[src/hw/rtl/priority_task_table_macros.svh]
// ----------------------------------------------------------------------------
// priority_task_table_macros
// Assertion macros for the priority task table. They expand to nothing in
// synthesis builds.
// ----------------------------------------------------------------------------
`ifndef PRIORITY_TASK_TABLE_MACROS_SVH
`define PRIORITY_TASK_TABLE_MACROS_SVH

`ifndef SYNTHESIS

// Check a condition at every clock edge outside reset.
`define PTT_ASSERT(lbl, cond, msg) \
	lbl: assert property (@(posedge clk) disable iff (!arst_n) (cond)) else $error(msg);

// Check that a consequence holds in the cycle after its trigger.
`define PTT_ASSERT_NEXT(lbl, ante, cons, msg) \
	lbl: assert property (@(posedge clk) disable iff (!arst_n) (ante) |=> (cons)) \
		else $error(msg);

`else

`define PTT_ASSERT(lbl, cond, msg)
`define PTT_ASSERT_NEXT(lbl, ante, cons, msg)

`endif

`endif

[src/hw/rtl/ptt_pkg.sv]
// ----------------------------------------------------------------------------
// ptt_pkg
// Shared sizes, codes and types of the priority task table.
// ----------------------------------------------------------------------------
`default_nettype none

package ptt_pkg;

	// Table size and derived widths
	localparam int DEPTH = 16;
	localparam int IDX_W = $clog2(DEPTH);
	localparam int CNT_W = $clog2(DEPTH + 1);
	localparam int POS_CMP_W = (CNT_W > 4) ? CNT_W : 4;

	// Action codes
	localparam logic [2:0] ACT_ADD    = 3'd0;
	localparam logic [2:0] ACT_DELETE = 3'd1;
	localparam logic [2:0] ACT_SORT   = 3'd2;
	localparam logic [2:0] ACT_SEARCH = 3'd3;
	localparam logic [2:0] ACT_READ   = 3'd4;

	// Status codes
	localparam logic [2:0] STAT_OK        = 3'd0;
	localparam logic [2:0] STAT_NOT_FOUND = 3'd1;
	localparam logic [2:0] STAT_FULL      = 3'd2;
	localparam logic [2:0] STAT_EMPTY     = 3'd3;
	localparam logic [2:0] STAT_TOO_FEW   = 3'd4;
	localparam logic [2:0] STAT_RANGE     = 3'd5;

	// One stored task
	typedef struct packed {
		logic [15:0] id;
		logic [7:0]  prio;
		logic [31:0] payload;
	} ptt_entry_t;

	localparam int ENTRY_W = $bits(ptt_entry_t);

	// One request word
	typedef struct packed {
		logic [2:0]  action;
		logic [15:0] task_id;
		logic [7:0]  priority_req;
		logic [31:0] payload;
		logic [3:0]  position;
	} ptt_req_t;

	// One result word
	typedef struct packed {
		logic [2:0]  status;
		logic [3:0]  found_index;
		logic [15:0] out_id;
		logic [7:0]  out_priority;
		logic [31:0] out_payload;
		logic [4:0]  entry_count;
	} ptt_res_t;

endpackage

`default_nettype wire

[src/hw/rtl/ptt_ram.sv]
// ----------------------------------------------------------------------------
// ptt_ram
// Generic single-write, single-read RAM with a registered read port.
// ----------------------------------------------------------------------------
`default_nettype none

module ptt_ram #(
	parameter int WIDTH = 8,
	parameter int DEPTH = 16
) (
	input  wire logic                     clk,
	input  wire logic                     we,
	input  wire logic [$clog2(DEPTH)-1:0] waddr,
	input  wire logic [WIDTH-1:0]         wdata,
	input  wire logic [$clog2(DEPTH)-1:0] raddr,
	output logic      [WIDTH-1:0]         rdata
);

	logic [WIDTH-1:0] mem_q [DEPTH];

	// Write port
	always_ff @(posedge clk) begin
		if (we) begin
			mem_q[waddr] <= wdata;
		end
	end

	// Registered read port
	always_ff @(posedge clk) begin
		rdata <= mem_q[raddr];
	end

endmodule

`default_nettype wire

[src/hw/rtl/ptt_engine.sv]
// ----------------------------------------------------------------------------
// ptt_engine
// Sequencer around the task memory: append, read, walk for search and delete,
// and the exchange sort as row walks with the row entry held in a register.
// ----------------------------------------------------------------------------
`default_nettype none

module ptt_engine (
	input  wire logic              clk,
	input  wire logic              arst_n,
	input  wire logic              start,
	input  wire ptt_pkg::ptt_req_t req,
	output logic                   idle,
	output logic                   res_valid,
	input  wire logic              res_ready,
	output ptt_pkg::ptt_res_t      res
);

	localparam logic [2:0] S_IDLE    = 3'd0;
	localparam logic [2:0] S_WALK    = 3'd1;
	localparam logic [2:0] S_ROW_END = 3'd2;
	localparam logic [2:0] S_RD_WAIT = 3'd3;
	localparam logic [2:0] S_RESP    = 3'd4;

	logic [2:0]                    state_q;
	logic [2:0]                    op_q;
	logic [15:0]                   key_q;
	logic [ptt_pkg::CNT_W-1:0]     count_q;
	logic [ptt_pkg::CNT_W-1:0]     rd_idx_q;
	logic                          vld_s1;
	logic [ptt_pkg::IDX_W-1:0]     idx_s1;
	logic [ptt_pkg::IDX_W-1:0]     row_q;
	ptt_pkg::ptt_entry_t           cur_q;
	logic                          found_q;
	logic [3:0]                    fidx_q;
	logic [2:0]                    status_q;
	ptt_pkg::ptt_entry_t           rdat_q;

	logic                          we;
	logic [ptt_pkg::IDX_W-1:0]     waddr;
	logic [ptt_pkg::IDX_W-1:0]     raddr;
	ptt_pkg::ptt_entry_t           wr_ent;
	ptt_pkg::ptt_entry_t           rd_ent;
	logic                          walk_issue;
	logic                          id_hit;
	logic                          prio_gt;
	logic                          row_head;
	logic                          pos_ok;

	ptt_ram #(
		.WIDTH(ptt_pkg::ENTRY_W),
		.DEPTH(ptt_pkg::DEPTH)
	) u_mem (
		.clk  (clk),
		.we   (we),
		.waddr(waddr),
		.wdata(wr_ent),
		.raddr(raddr),
		.rdata(rd_ent)
	);

	// Walk decode
	assign walk_issue = (state_q == S_WALK) && (rd_idx_q < count_q);
	assign id_hit     = (rd_ent.id == key_q);
	assign prio_gt    = (rd_ent.prio > cur_q.prio);
	assign row_head   = (idx_s1 == row_q);
	assign pos_ok     = ptt_pkg::POS_CMP_W'(req.position) < ptt_pkg::POS_CMP_W'(count_q);

	// Read address: requested position on a read, walk pointer otherwise
	always_comb begin
		if (state_q == S_IDLE) begin
			raddr = ptt_pkg::IDX_W'(req.position);
		end else begin
			raddr = rd_idx_q[ptt_pkg::IDX_W-1:0];
		end
	end

	// Write port: append, close the gap, swap out, row write-back
	always_comb begin
		we     = 1'b0;
		waddr  = '0;
		wr_ent = '0;
		case (state_q)
			S_IDLE: begin
				if (start && (req.action == ptt_pkg::ACT_ADD) &&
				    (count_q < ptt_pkg::CNT_W'(ptt_pkg::DEPTH))) begin
					we             = 1'b1;
					waddr          = count_q[ptt_pkg::IDX_W-1:0];
					wr_ent.id      = req.task_id;
					wr_ent.prio    = req.priority_req;
					wr_ent.payload = req.payload;
				end
			end
			S_WALK: begin
				if (vld_s1 && (op_q == ptt_pkg::ACT_DELETE) && found_q) begin
					we     = 1'b1;
					waddr  = idx_s1 - ptt_pkg::IDX_W'(1);
					wr_ent = rd_ent;
				end else if (vld_s1 && (op_q == ptt_pkg::ACT_SORT) && !row_head && prio_gt) begin
					we     = 1'b1;
					waddr  = idx_s1;
					wr_ent = cur_q;
				end
			end
			S_ROW_END: begin
				we     = 1'b1;
				waddr  = row_q;
				wr_ent = cur_q;
			end
			default: begin
			end
		endcase
	end

	// Control state
	always_ff @(posedge clk or negedge arst_n) begin
		if (!arst_n) begin
			state_q  <= S_IDLE;
			count_q  <= '0;
			vld_s1   <= 1'b0;
			found_q  <= 1'b0;
			rd_idx_q <= '0;
			row_q    <= '0;
		end else begin
			vld_s1 <= walk_issue;
			case (state_q)
				S_IDLE: begin
					if (start) begin
						found_q  <= 1'b0;
						rd_idx_q <= '0;
						row_q    <= '0;
						case (req.action)
							ptt_pkg::ACT_ADD: begin
								if (count_q < ptt_pkg::CNT_W'(ptt_pkg::DEPTH)) begin
									count_q <= count_q + ptt_pkg::CNT_W'(1);
								end
								state_q <= S_RESP;
							end
							ptt_pkg::ACT_DELETE,
							ptt_pkg::ACT_SEARCH: begin
								state_q <= (count_q == '0) ? S_RESP : S_WALK;
							end
							ptt_pkg::ACT_SORT: begin
								state_q <= (count_q < ptt_pkg::CNT_W'(2)) ? S_RESP : S_WALK;
							end
							ptt_pkg::ACT_READ: begin
								state_q <= pos_ok ? S_RD_WAIT : S_RESP;
							end
							default: begin
								state_q <= S_RESP;
							end
						endcase
					end
				end
				S_WALK: begin
					if (walk_issue) begin
						rd_idx_q <= rd_idx_q + ptt_pkg::CNT_W'(1);
					end
					if (vld_s1 && !found_q && id_hit) begin
						found_q <= 1'b1;
					end
					// Walk drained: finish the action or close the sort row
					if (!walk_issue && !vld_s1) begin
						if (op_q == ptt_pkg::ACT_SORT) begin
							state_q <= S_ROW_END;
						end else begin
							if ((op_q == ptt_pkg::ACT_DELETE) && found_q) begin
								count_q <= count_q - ptt_pkg::CNT_W'(1);
							end
							state_q <= S_RESP;
						end
					end
				end
				S_ROW_END: begin
					// Advance to the next row while it has a later entry
					if ((ptt_pkg::CNT_W'(row_q) + ptt_pkg::CNT_W'(2)) < count_q) begin
						row_q    <= row_q + ptt_pkg::IDX_W'(1);
						rd_idx_q <= ptt_pkg::CNT_W'(row_q) + ptt_pkg::CNT_W'(1);
						state_q  <= S_WALK;
					end else begin
						state_q <= S_RESP;
					end
				end
				S_RD_WAIT: begin
					state_q <= S_RESP;
				end
				S_RESP: begin
					if (res_ready) begin
						state_q <= S_IDLE;
					end
				end
				default: begin
					state_q <= S_IDLE;
				end
			endcase
		end
	end

	// Datapath registers
	always_ff @(posedge clk) begin
		idx_s1 <= rd_idx_q[ptt_pkg::IDX_W-1:0];
		case (state_q)
			S_IDLE: begin
				if (start) begin
					op_q     <= req.action;
					key_q    <= req.task_id;
					fidx_q   <= '0;
					rdat_q   <= '0;
					status_q <= ptt_pkg::STAT_OK;
					case (req.action)
						ptt_pkg::ACT_ADD: begin
							if (count_q >= ptt_pkg::CNT_W'(ptt_pkg::DEPTH)) begin
								status_q <= ptt_pkg::STAT_FULL;
							end
						end
						ptt_pkg::ACT_DELETE: begin
							if (count_q == '0) begin
								status_q <= ptt_pkg::STAT_EMPTY;
							end
						end
						ptt_pkg::ACT_SEARCH: begin
							if (count_q == '0) begin
								status_q <= ptt_pkg::STAT_NOT_FOUND;
							end
						end
						ptt_pkg::ACT_SORT: begin
							if (count_q < ptt_pkg::CNT_W'(2)) begin
								status_q <= ptt_pkg::STAT_TOO_FEW;
							end
						end
						ptt_pkg::ACT_READ: begin
							if (!pos_ok) begin
								status_q <= ptt_pkg::STAT_RANGE;
							end
						end
						default: begin
						end
					endcase
				end
			end
			S_WALK: begin
				// Record the first match of a search
				if (vld_s1 && !found_q && id_hit && (op_q == ptt_pkg::ACT_SEARCH)) begin
					fidx_q <= 4'(idx_s1);
				end
				// Hold the row entry; take the larger one on a swap
				if (vld_s1 && (op_q == ptt_pkg::ACT_SORT) && (row_head || prio_gt)) begin
					cur_q <= rd_ent;
				end
				if (!walk_issue && !vld_s1 && (op_q != ptt_pkg::ACT_SORT) && !found_q) begin
					status_q <= ptt_pkg::STAT_NOT_FOUND;
				end
			end
			S_RD_WAIT: begin
				rdat_q <= rd_ent;
			end
			default: begin
			end
		endcase
	end

	// Result
	assign idle              = (state_q == S_IDLE);
	assign res_valid         = (state_q == S_RESP);
	assign res.status        = status_q;
	assign res.found_index   = fidx_q;
	assign res.out_id        = rdat_q.id;
	assign res.out_priority  = rdat_q.prio;
	assign res.out_payload   = rdat_q.payload;
	assign res.entry_count   = 5'(count_q);

endmodule

`default_nettype wire

[src/hw/rtl/priority_task_table.sv]
// ----------------------------------------------------------------------------
// priority_task_table
// Ordered table of tasks (id, priority, payload) with add, delete, sort,
// search and read actions over a streaming request and result channel.
// ----------------------------------------------------------------------------
// Usage:
//   Each request word on the s_ channel carries one action and yields exactly
//   one result word on the m_ channel, in order.
//   One request is worked on at a time; s_tready is high while the sequencer
//   is idle, also while the previous result still waits in the output
//   register.
//   Work per action, with N tasks held:
//     add, read, unused codes and early errors: no walk over the entries
//     search and delete: a walk with one memory read per entry
//     sort: each row of the exchange sort walks its own and the later
//     entries through the single read port of the task memory and ends
//     with a write-back of the row entry.
//   Reset clears the task count; the task memory is not cleared and entries
//   beyond the count are never used.
//   When m_tready is low the result holds in the output register; a further
//   finished result waits in the sequencer, which then takes no new request.
// ----------------------------------------------------------------------------
`default_nettype none

`include "priority_task_table_macros.svh"

module priority_task_table (
	input  wire logic        clk,
	input  wire logic        arst_n,
	input  wire logic        s_tvalid,
	output logic             s_tready,
	// action[2:0], task_id[18:3], priority_req[26:19], payload[58:27],
	// position[62:59], zero[63]
	input  wire logic [63:0] s_tdata,
	output logic             m_tvalid,
	input  wire logic        m_tready,
	// status[2:0], found_index[6:3], out_id[22:7], out_priority[30:23],
	// out_payload[62:31], entry_count[67:63], zero[71:68]
	output logic      [71:0] m_tdata
);

	ptt_pkg::ptt_req_t req;
	ptt_pkg::ptt_res_t res;
	ptt_pkg::ptt_res_t out_q;
	logic              m_tvalid_q;
	logic              start;
	logic              eng_idle;
	logic              res_valid;
	logic              res_ready;

	// Unpack the request word
	assign req.action       = s_tdata[2:0];
	assign req.task_id      = s_tdata[18:3];
	assign req.priority_req = s_tdata[26:19];
	assign req.payload      = s_tdata[58:27];
	assign req.position     = s_tdata[62:59];

	assign s_tready  = eng_idle;
	assign start     = s_tvalid && eng_idle;
	assign res_ready = !m_tvalid_q || m_tready;

	ptt_engine u_engine (
		.clk      (clk),
		.arst_n   (arst_n),
		.start    (start),
		.req      (req),
		.idle     (eng_idle),
		.res_valid(res_valid),
		.res_ready(res_ready),
		.res      (res)
	);

	// Output register: load a finished result, drop it once taken
	always_ff @(posedge clk or negedge arst_n) begin
		if (!arst_n) begin
			m_tvalid_q <= 1'b0;
		end else if (res_valid && res_ready) begin
			m_tvalid_q <= 1'b1;
		end else if (m_tready) begin
			m_tvalid_q <= 1'b0;
		end
	end

	always_ff @(posedge clk) begin
		if (res_valid && res_ready) begin
			out_q <= res;
		end
	end

	assign m_tvalid = m_tvalid_q;
	assign m_tdata  = {4'b0, out_q.entry_count, out_q.out_payload, out_q.out_priority,
	                   out_q.out_id, out_q.found_index, out_q.status};

	// Checks
	`PTT_ASSERT_NEXT(a_accept_busy, start, !eng_idle, "sequencer idle after accepting a word")
	`PTT_ASSERT(a_idle_no_res, !(eng_idle && res_valid), "result offered while idle")
	`PTT_ASSERT_NEXT(a_res_held, res_valid && !res_ready, res_valid, "stalled result dropped")
	`PTT_ASSERT(a_status_code, !m_tvalid_q || (out_q.status <= ptt_pkg::STAT_RANGE),
		"status code out of range")

endmodule

`default_nettype wire
[config.mk]
export PLATFORM = sky130hd
export DESIGN_NAME = priority_task_table
export DESIGN_NICKNAME = d
export VERILOG_FILES = /design/src/hw/rtl/ptt_pkg.sv /design/src/hw/rtl/ptt_ram.sv /design/src/hw/rtl/ptt_engine.sv /design/src/hw/rtl/priority_task_table.sv
export VERILOG_INCLUDE_DIRS = /design/src /design/src/hw/rtl
export SDC_FILE = /design/constraint.sdc
export NUM_CORES = 1
export LEC_CHECK = 0
export BUFFER_PORTS_ARGS = -buffer_cell sky130_fd_sc_hd__buf_2
export CAP_MARGIN = 20
export CORE_MARGIN = 3
export CORE_UTILIZATION = 30
export DETAILED_ROUTE_END_ITERATION = 8
export PLACE_DENSITY = 0.49
export SETUP_SLACK_MARGIN = 0.3
export SLEW_MARGIN = 20
export SYNTH_ARGS = -nofsm -noshare
export SYNTH_HDL_FRONTEND = slang
export SYNTH_HIERARCHICAL = 1
export SYNTH_SLANG_ARGS = --single-unit
[constraint.sdc]
create_clock -name clk -period 16.9 [get_ports clk]
set_input_delay 2.535 -clock clk [delete_from_list [all_inputs] [get_ports clk]]
set_output_delay 2.535 -clock clk [all_outputs]
set_load 0.02 [all_outputs]
=== Yosys cells after proc, flatten, opt, wreduce, memory -nomap -nowiden ===
Memory sizes are Yosys's and may differ from the RTL's. A register that Yosys moved wholly into a read port is not among the register bits.
Index checks and enable logic that the tools add are counted.

* Muxes and demuxes: 57
* Eq/ne operators: 26
* Reductions and logical operators: 44
* Add/subtract/negate cells: 7
* Order comparisons: 7

{| class="wikitable"
|+ Operators by type and width
! cell !! count
|-
| 56-bit two-way mux || 4
|-
| 56-bit case mux with 3 select lines || 1
|-
| 56-bit case mux with 2 select lines || 1
|-
| 5-bit two-way mux || 9
|-
| 3-bit two-way mux || 12
|-
| 3-bit case mux with 5 select lines || 2
|-
| 4-bit two-way mux || 7
|-
| 3-bit by 2-bit == test with 1-bit output (second input constant) || 6
|-
| 1-bit logical AND || 18
|-
| 16-bit == test || 1
|-
| 4-bit case mux with 2 select lines || 2
|-
| 5-bit case mux with 3 select lines || 1
|-
| 3-bit AND reduction || 5
|-
| 2-bit by 1-bit != test with 1-bit output (second input constant) || 6
|-
| 2-bit != test (second input constant) || 6
|-
| 4-bit case mux with 3 select lines || 1
|-
| 5-bit by 1-bit adder with 5-bit output (second input constant) || 2
|-
| 5-bit < comparator || 2
|-
| 1-bit two-way mux || 10
|-
| 5-bit case mux with 2 select lines || 1
|-
| 3-bit by 1-bit == test with 1-bit output (second input constant) || 3
|-
| 3-bit case mux with 3 select lines || 1
|-
| 8-bit > comparator || 1
|-
| 2-bit nonzero test || 4
|-
| other kinds (25) || 35
|}

* Bits in writable memories: 896
* Input bits: 68
* Output and inout bits: 74
* Word-level logic and storage cells: 166
* Register bits: 230
* Memories kept: 1

{| class="wikitable"
|+ Memory list
! memory !! words !! bits a word !! read ports !! clocked after Yosys merged registers in !! write ports !! line !! text
|-
| u_engine.u_mem.mem_q || 16 || 56 || 1 || 1 || 1 || ptt_ram.sv:19 || <nowiki>logic [WIDTH-1:0] mem_q [DEPTH];</nowiki>
|}

=== Longest topological paths before layout ===
* Word-level depth: 9
* Depth in mapped cells: 11
* Mapped depth without buffers: 9

=== Hierarchy ===
Netlist, hierarchy kept.

{| class="wikitable"
|+ By module, submodules not included
! module !! sequential area each (sq um) !! area an instance (sq um) !! times used !! cells an instance
|-
| ptt_ram || 28026.9 || 34678.3 || 1 || 1445
|-
| ptt_engine || 4699.5 || 8564.5 || 1 || 711
|-
| priority_task_table || 2067.0 || 2135.8 || 1 || 78
|}

=== Least setup slack after synthesis ===
Ideal clock, no wire load.

* Path type: in2reg
* From: input s_tdata[2]
* To: memory u_engine/u_mem/mem_q[0][0] (netlist name) (enable)
* Path slack: 8.300 ns
* Library setup time: 0.539 ns
* Data arrival time: 8.061 ns
* Data required time: 16.361 ns
* Stages: 9
* Path buffers: 3
* Cell sequence: clkbuf_1 -> nor2_1 -> and4_1 -> clkbuf_1 -> clkbuf_1 -> nand2_1 -> o311ai_0 -> or3b_2 -> nor3_1

* Elaborated cells between the ends (all ways): 9
* Classes of those cells: mux: 6; reduce/logical: 3

{| class="wikitable"
|+ RTL lines
! item !! line !! text
|-
| from (decl) || priority_task_table.sv:34 || <nowiki>input wire logic [63:0] s_tdata,</nowiki>
|-
| 3-bit logical NOT || ptt_engine.sv:85 || <nowiki>if (start && (req.action == ptt_pkg::ACT_ADD) &&</nowiki>
|-
| 1-bit logical AND (2 in a row) || ptt_engine.sv:85 ||
|-
| 4-bit two-way mux || ptt_engine.sv:85 ||
|-
| 4-bit case mux with 3 select lines || ptt_engine.sv:83 || <nowiki>case (state_q)</nowiki>
|-
| named net u_engine.waddr, one bit || ptt_engine.sv:40 || <nowiki>logic [ptt_pkg::IDX_W-1:0] waddr;</nowiki>
|-
| to (decl) || ptt_ram.sv:19 ||
|}

The timed path passes the listed nets, and every way through them passes these cells.

=== Final worst setup path ===
* From: input s_tdata[1]
* To: memory u_engine/u_mem/mem_q[15][8] (netlist name) (enable)

The elaborated chain is that of the path after synthesis.

==> flow_summary.json <==
{
  "status": "finished clean",
  "worstSetupEndpointType": "flop",
  "die_w_um": 395,
  "place_congestion": 0.802,
  "path_cells": "buf_2 > nor2_1 > and4_2 > buf_4 > buf_4 > nand2_1 > o311ai_0 > nand3_1 > nor2_4 > buf_4 > buf_4",
  "htree_levels": 3,
  "setup_viol": 0,
  "power_density_mw_per_mm2": 147,
  "row_count": 142,
  "setup_ws_ps": 10130,
  "required_ps": 17250,
  "drv_slew": 0,
  "synthCells": 2234,
  "die_y_um": 395,
  "ys_ff_latch": 1182,
  "stdcell_count": 4589,
  "critPathLaunchType": "primary input",
  "cts_buffer_depth": 3,
  "syn2layout_area_growth_pct": 16.5,
  "dp_hpwl_um": 65100,
  "r2r.worst_path.cells": 12,
  "hold_viol": 0,
  "min_path_cells": 0,
  "ant_nets": 0,
  "maxCapViolations": 0,
  "io_pins": 142,
  "slew_headroom_pct": 28.7,
  "synth_area_mm2": 0.0454,
  "dp_slack_ps": 9360,
  "start_util_pct": 30.2,
  "nets": 2562,
  "p_leak_nw": 17.0,
  "hold_buffers": 0,
  "drc": 0,
  "coreArea_mm2": 0.150,
  "antenna_found_initial": 6,
  "yosysWarnings": 6,
  "slowest_delay_ps": 690,
  "drive_gt1_share_pct": 26.8,
  "numCtsBuffers": 117,
  "path_clk_slew_ps": 60,
  "cts_root_buf": "clkbuf_16",
  "grt_util_all_layers_pct": 15.1,
  "drtPass1Iterations": 6,
  "avgRoutedWirePerCell_um": 26.0,
  "n_fill_cell": 13900,
  "setup-tns-final_ps": 0,
  "min_path_type": "flop to flop",
  "dieArea_mm2": 0.156,
  "cts.sinks": 1182,
  "max_freq_mhz": 148,
  "finalCriticalPeriod_ps": 6770,
  "ctsResizeCount": 0,
  "async_reset_ff_share_pct": 1.69,
  "worst_pin_slew_ps": 1060,
  "critPathKind": "primary input to flop",
  "tritoncts": "built",
  "portBuffers": 136,
  "synth_edf_count": 1102,
  "path_max_fanout": 33,
  "path_common_cell": "buf_4",
  "yosys.cell_types.count": 63,
  "vias": 22900,
  "viasPerCell": 5.00,
  "grt_pass1_wl_um": 172000,
  "drtIter0Drc": 2014,
  "place_inst": 4364,
  "grt_max_degree": 143,
  "ys_seq_area_share_pct": 76.7,
  "clock_skew_ps": 35.5,
  "whs_ps": 417,
  "synth_ff_type": "edfxtp_1",
  "post-route-period-util_pct": 40.1,
  "post_cts_buffers": 0,
  "rsz0062_at_grt": "no",
  "grt_overflow": 0,
  "slowest_stage": "nor2_4",
  "drt-total-wl_um": 120000,
  "ir_drop_v": 0.000118,
  "first_global_vias": 24000,
  "clock_latency_ps": 730,
  "critPathArrivalTime_ps": 7120,
  "syn_area_per_cell_um2": 20.3
}
path summary, 6_finish.rpt:
check | from | end | slack, ps
max reg2reg | u_engine/state_q[1] | u_engine/u_mem/mem_q[15][8] | 10580
min in group asynchronous | arst_n | m_tvalid | 1780
min reg2reg | u_engine/status_q[0] | m_tdata[0] | 420
min | u_engine/status_q[0] | m_tdata[0] | 420
max | s_tdata[1] | u_engine/u_mem/mem_q[15][8] | 10130
max in group asynchronous | arst_n | u_engine/state_q[1] | 14740
critical path, delay by kind of cell:
kind,cells,cell delay [ps]
AO/OA/AOI/OAI,1,280
buffers and inverters,5,2230
AND/OR/NAND/NOR,5,1970
stage by stage:
stage | instance area [um2] | total power [mW] | utilization (%)
6_report | 52900 | 7.79 | 35.2
5_1_grt | 52900 | 8.13 | 35.2
4_1_cts | 52900 | 7.89 | 35.2
3_5_place_dp | 49000 | 5.25 | 32.6
3_3_place_gp | 48900 | 5.23 | 32.6
2_1_floorplan | 45400 | 4.72 | -
report_power, final:
part / total (mW) / leakage, nW / internal (mW) / switching, mW
registers: 3.58 / 10.3 / 3.42 / 0.153
clock network: 2.62 / 1.88 / 1.50 / 1.12
logic: 1.59 / 4.75 / 0.655 / 0.935
flip-flops by register name, indices dropped and copies added, names as in the netlist:
signal                count
u_engine/u_mem/rdata     56
m_tvalid                  1
u_engine/state_q          3
u_engine/row_q            4
u_engine/vld_s1           1
u_engine/u_mem/mem_q    896
u_engine/cur_q           56
u_engine/rd_idx_q         5
u_engine/key_q           16
u_engine/status_q         3
u_engine/idx_s1           4
u_engine/op_q             3
u_engine/fidx_q           4
u_engine/found_q          1
u_engine/count_q          5
m_tdata                  68
u_engine/res             56
cells by family after synthesis:
kind of cell             after synthesis  share of synthesized area [%]
other                                  1                        0.00826
buffers and inverters                163                           1.81
AO/OA/AOI/OAI                        296                           4.76
multiplexers                         291                           12.6
adder cells (fa/ha/maj)               27                          0.761
XOR/XNOR                              29                          0.560
AND/OR/NAND/NOR                      245                           2.79
flip-flops                          1182                           76.7
metal layers:
| layer | vias to the layer above | wire length [um] | GRT usage [%] |
|---|---|---|---|
| li1 | 9742 | - | - |
| met1 | 12300 | 54500 | 21.7 |
| met2 | 721 | 55300 | 23.6 |
| met3 | 174 | 7020 | 3.05 |
| met4 | 0 | 2630 | 3.57 |
| met5 | - | 0 | 0 |
layout make-up:
type	count	area, um2	share of cell area [%]
clock inverters	81	857	1.62
inverters	29	109	0.206
clock buffers	142	3040	5.75
diodes	2	5.00	0.00946
flip-flops and latches	1182	34800	65.8
well taps	2016	2520	4.77
multi-input cells	892	10000	19.0
repair buffers	245	1510	2.86
synthesized netlist by cell type, drive strengths merged, types with 4 or more instances:
cell / count / area share, %
edfxtp: 1102 / 73
mux4: 224 / 11
a22oi: 170 / 2.8
nand2: 79 / 0.65
clkbuf: 73 / 0.60
mux2i: 62 / 1.4
buf: 61 / 0.96
dfxtp: 60 / 2.6
o31ai: 58 / 0.96
and3: 56 / 0.77
nor2: 34 / 0.28
inv: 29 / 0.24
ha: 26 / 0.72
xnor2: 21 / 0.41
dfrtp: 20 / 1.1
a21oi: 19 / 0.21
nor3: 12 / 0.13
o21ai: 11 / 0.12
nand3: 10 / 0.11
nand4: 9 / 0.12
and2: 8 / 0.12
nand2b: 8 / 0.13
xor2: 8 / 0.15
nor2b: 7 / 0.096
a211oi: 5 / 0.083
mux2: 5 / 0.12
a31oi: 4 / 0.055
nor4: 4 / 0.055
o211ai: 4 / 0.066
o22ai: 4 / 0.055
cells in the final DEF (no fill, tap or decap), types with 21 or more instances in the layout:
cell type	netlist	routed
clkinv_2	0	22
o31ai_1	58	54
mux4_2	224	224
and3_1	56	56
ha_1	26	26
clkinv_1	0	29
xnor2_1	21	21
a22oi_1	170	170
dfxtp_1	60	60
nand2_1	79	77
edfxtp_1	1102	1102
nor2_1	34	21
buf_4	10	108
inv_1	29	29
clkbuf_1	73	23
clkbuf_16	0	117
mux2i_1	61	61
buf_2	34	136
Power figures use the tool's default switching activity.
